[src/hdl/j2g_pkg.sv]
// shared types and constants for the j2 gravity vector core
// no dependencies; imported by the cells, multipliers, post-processing, top level and testbench
package j2g_pkg;

  localparam int CordicSteps = 32;
  localparam int CellCount   = 62;

  localparam logic signed [33:0] CordicX0 = 34'sd652032874;
  localparam logic [63:0]        Lim61    = 64'h2000_0000_0000_0000;
  localparam logic signed [63:0] OneQ30   = 64'sd1073741824;

  typedef enum logic [1:0] {
    REG_EARTH_RATE,
    REG_GRAV_PARAM,
    REG_EQ_RADIUS,
    REG_J2_COEF
  } reg_idx_t;

  localparam logic [29:0] AtanTab [CordicSteps] = '{
    30'h20000000, 30'h12E4051E, 30'h09FB385B, 30'h051111D4, 30'h028B0D43, 30'h0145D7E1,
    30'h00A2F61E, 30'h00517C55, 30'h0028BE53, 30'h00145F2F, 30'h000A2F98, 30'h000517CC,
    30'h00028BE6, 30'h000145F3, 30'h0000A2FA, 30'h0000517D, 30'h000028BE, 30'h0000145F,
    30'h00000A30, 30'h00000518, 30'h0000028C, 30'h00000146, 30'h000000A3, 30'h00000051,
    30'h00000029, 30'h00000014, 30'h0000000A, 30'h00000005, 30'h00000003, 30'h00000001,
    30'h00000001, 30'h00000000
  };

  // one rotator: vector, residual angle, half-turn flag
  typedef struct packed {
    logic signed [33:0] x;
    logic signed [33:0] y;
    logic signed [33:0] z;
    logic               flip;
  } rot_t;

  // state handed from cell to cell
  typedef struct packed {
    rot_t        lat;
    rot_t        lon;
    logic [63:0] r2;
    logic [65:0] num_t;
    logic [79:0] num_e;
    logic [63:0] rem_t;
    logic [63:0] rem_e;
    logic [61:0] quo_t;
    logic [61:0] quo_e;
    logic        sat_t;
    logic        sat_e;
    logic        zero;
  } cell_t;

  typedef struct packed {
    logic               zero;
    logic signed [63:0] t;
    logic signed [63:0] s;
    logic signed [63:0] c;
    logic signed [63:0] so;
    logic signed [63:0] co;
  } side_t;

endpackage

[src/hdl/j2g_cell.sv]
// one cell of the chain: a quotient bit for both divisions and, while stage is below
// CordicSteps, one cordic step for both angles; depends on j2g_pkg
module j2g_cell (
  input  logic           clk,
  input  logic           rst,
  input  logic           en,
  input  logic [5:0]     stage,
  input  logic           valid_in,
  input  j2g_pkg::cell_t d,
  output logic           valid_out,
  output j2g_pkg::cell_t q
);
  import j2g_pkg::*;

  function automatic rot_t rot_step(rot_t r, logic [4:0] sh, logic [29:0] a);
    logic signed [33:0] dx;
    logic signed [33:0] dy;
    logic signed [33:0] at;
    rot_t               o;
    dx = r.y >>> sh;
    dy = r.x >>> sh;
    at = {4'b0000, a};
    o  = r;
    if (!r.z[33]) begin
      o.x = r.x - dx;
      o.y = r.y + dy;
      o.z = r.z - at;
    end else begin
      o.x = r.x + dx;
      o.y = r.y - dy;
      o.z = r.z + at;
    end
    return o;
  endfunction

  cell_t       nxt;
  logic [5:0]  bit_idx;
  logic [64:0] tr_t;
  logic [64:0] tr_e;
  logic [29:0] atan;

  always_comb begin
    nxt     = d;
    bit_idx = 6'd61 - stage;
    atan    = AtanTab[stage[4:0]];
    if (stage < 6'(CordicSteps)) begin
      nxt.lat = rot_step(d.lat, stage[4:0], atan);
      nxt.lon = rot_step(d.lon, stage[4:0], atan);
    end
    // restoring division, next dividend bit shifted in
    tr_t = {d.rem_t, d.num_t[{1'b0, bit_idx}]};
    tr_e = {d.rem_e, d.num_e[{1'b0, bit_idx}]};
    if (tr_t >= {1'b0, d.r2}) begin
      nxt.rem_t = 64'(tr_t - {1'b0, d.r2});
      nxt.quo_t = {d.quo_t[60:0], 1'b1};
    end else begin
      nxt.rem_t = tr_t[63:0];
      nxt.quo_t = {d.quo_t[60:0], 1'b0};
    end
    if (tr_e >= {1'b0, d.r2}) begin
      nxt.rem_e = 64'(tr_e - {1'b0, d.r2});
      nxt.quo_e = {d.quo_e[60:0], 1'b1};
    end else begin
      nxt.rem_e = tr_e[63:0];
      nxt.quo_e = {d.quo_e[60:0], 1'b0};
    end
  end

  always_ff @(posedge clk) begin
    if (rst) begin
      valid_out <= 1'b0;
    end else if (en) begin
      valid_out <= valid_in;
    end
  end

  always_ff @(posedge clk) begin
    if (en) begin
      q <= nxt;
    end
  end

endmodule

[config.mk]
export PLATFORM = sky130hd
export DESIGN_NAME = j2g_cell
export DESIGN_NICKNAME = d
export VERILOG_FILES = /design/src/hdl/j2g_pkg.sv /design/src/hdl/j2g_cell.sv
export SDC_FILE = /design/constraint.sdc
export NUM_CORES = 2
export LEC_CHECK = 0
export BUFFER_PORTS_ARGS = -buffer_cell sky130_fd_sc_hd__buf_4
export CORE_AREA = 2 2 534 536
export CTS_CLUSTER_DIAMETER = 60
export DETAILED_ROUTE_END_ITERATION = 6
export DIE_AREA = 0 0 536 538
export SYNTH_ARGS = -nofsm -noshare
export SYNTH_HDL_FRONTEND = slang
export SYNTH_SLANG_ARGS = --single-unit
[constraint.sdc]
create_clock -name clk -period 8.3 [get_ports clk]
set_clock_uncertainty 0.05 [all_clocks]
set_input_delay 0.83 -clock clk [delete_from_list [all_inputs] [get_ports clk]]
set_output_delay 0.83 -clock clk [all_outputs]
set_load 0.005 [all_outputs]
==> run metrics <==
CTS max path bufs 4; critical path class primary input to register; dpl cells 10500; CP Data Arrival Time 7860 ps; syn nets 6595; hold path cells 1; Setup WS post-layout 907 ps; die width 536 µm; DR iter-0 viols 5544; worst reg2reg path endpoint valid_out; cts bufs inserted 111; DRC viols 0; fmax 0.135 GHz; hold path start d[57]; R2R Setup Slk 7650 ps; initial core utilization 19.6%; Worst setup SP type primary input; Syn Inst Count 5563; hold endpoint q[58]; largest cells by area after synthesis edfxtp_1, ha_1, mux4_2; Clk pin slew, worst setup/hold paths 60 ps; Hold WS 92.3 ps; sum of negative setup slack 0 ps; Main synth FF type edfxtp_1; CTS tree done; non-filler cells, final 10900; Vias/cell 5.09; crit-path max FO 30; actual slew at the worst max-slew pin 1070 ps; worst reg2reg path startpoint valid_out; Final nets 8006; ANT nets after route 0; cell taking the most area after synthesis edfxtp_1; Die ar. 288000 µm²; routed len/inst 33.1 µm; GP Congestion 1.02; Critical path origin stage[4]; total grt overflow 0; asr flop ratio synth 0%; Power Density 198 nW/µm²; CTS root buf clkbuf_16; RSZ-0062 raised after global routing no; largest net degree at the start of global routing 161; Synth top area share 36.4%; Area Growth Syn to Fin 35.3%; status finished, final reports clean; initial antenna violation count 94; detailed-router iteration count before antenna repair 6; overall power 14.9 mW; Netlist Area Pre-Place 55400 µm²; pre-CTS setup slack 184 ps; vias in the first global route 52700; Worst EP required 8770 ps; max-cap viol count 0; Total Routing Usage GR 23.8%; WL final 359000 µm; Final Hold Vio Count 0; leakage 30.7 nW; Resize count post-CTS 0; layout cell share with drive strength beyond 1 29.3%; dpl hpwl 301000 µm; maximum vdd drop 185 µV; Final min period 7390 ps; Port Buffers 1350; #FFs+latches synth 672; Avg Cell Area, Syn 9.96 µm²; DIE HEIGHT 538 µm; Slew HR 28.5%; Commonest cells post-synth edfxtp_1, nand2_1, o21ai_0; library cells used by synthesis 113; R2R depth 2; EDFF count, synth 671; via count 55200; Rows 196; count leader, synth edfxtp_1; # clock sinks 672; fin crit share 89.1%; fin. max-slew vios 0; io pins 1353; clock insertion delay at the later pin of the skew report 800 ps; CP Capture Type register; Max H-tree Level 3; global-route wire length before repair 469000 µm; HP Class primary input to register; Seq/Total Area, Yosys 36.4%; endpoints failing setup 0; Syn. warnings 0; Core Region 283000 µm²
-- cells by family after synthesis --
group | share of synthesized area [%]
fa+ha+maj | 8.03
xor+xnor | 6.49
flops | 36.4
simple gates | 12.8
compound gates | 19.5
mux | 12.8
buf+inv | 3.97
-- repair_timing --
item	4_1_cts	5_1_grt
buffers inserted	0	0
hold buffers	122	0
endpoints found under the hold margin	122	0
endpoints found under the setup margin	0	0
-- cell usage in the layout (no fill, tap or decap), drive strengths merged, types with 19 or more instances in the layout --
| cell | count |
|---|---|
| nand2b | 62 |
| nor2b | 53 |
| a21o | 172 |
| nand2 | 625 |
| mux2i | 111 |
| nand4 | 55 |
| mux2 | 136 |
| inv | 230 |
| clkbuf | 129 |
| a31oi | 74 |
| nor3 | 90 |
| buf | 1474 |
| or2 | 27 |
| o21bai | 56 |
| a211o | 19 |
| a211oi | 39 |
| xor2 | 171 |
| a21oi | 403 |
| o21a | 57 |
| a21boi | 28 |
| o21ai | 462 |
| xnor2 | 239 |
| nand3 | 80 |
| ha | 343 |
| mux4 | 197 |
| and3 | 53 |
| or3 | 26 |
| edfxtp | 671 |
| dlygate4sd3 | 122 |
| nor2 | 316 |
| a22oi | 33 |
| o31ai | 58 |
| clkinv | 31 |
| nor4 | 19 |
| o211ai | 44 |
| and2 | 34 |
| diode | 36 |
| o22ai | 20 |
-- sequential cells by signal (all words and copies together), names as in the netlist --
register / flops
q: 671
valid_out: 1
-- worst max-delay path by stage --
stage	to	slack, ps
final	q[219]	910
after global routing	q[219]	840
after CTS	q[219]	1060
after detailed placement	q[219]	180
after global placement	q[219]	170
after floorplan	q[220]	1040
-- critical path, cell delays in order --
cell and delay (ps):
buf_4 460, clkinv_2 560, nor2_1 220, buf_4 240
nand2_1 100, xnor2_1 510, buf_4 240, o21ai_1 160
buf_4 180, ha_1 200, nor2b_1 180, o31a_1 190
or3_1 130, a21boi_0 110, o41a_1 420, o31ai_1 880
a32o_1 550, a21bo_2 260, a211oi_2 90, or2_1 280
inv_2 60, buf_4 400, mux2_2 490
-- area by class of cell --
type	instances	area, µm²
inverter	204	769
fill	30100	208000
antenna	36	90.1
multi-input combinational	4388	33100
clock inverter	70	763
clock buffer	128	2880
tap	3762	4710
sequential	672	20200
timing repair buffer	1597	12500
-- through the flow --
stage | utilization [%] | area (µm²)
after global placement | 24.7 | 70000
final | 26.5 | 75000
after detailed placement | 24.7 | 70000
after global routing | 26.5 | 74900
after floorplan | - | 55400
after CTS | 26.4 | 74900
-- power breakdown --
group	internal, mW	switching [mW]	leakage (nW)	total, mW
combinational	2.29	3.29	22.3	5.58
clock	2.78	1.93	1.77	4.71
sequential	4.28	0.294	6.57	4.57
-- layer usage --
metal,up-vias,track usage (%),share of wire [%]
li1,24000,-,-
met1,27500,27.1,37
met2,3082,40.3,48
met3,591,5.27,7.8
met4,50,14.8,7.1
met5,-,0,0.093
Power figures use the tool's default switching activity.
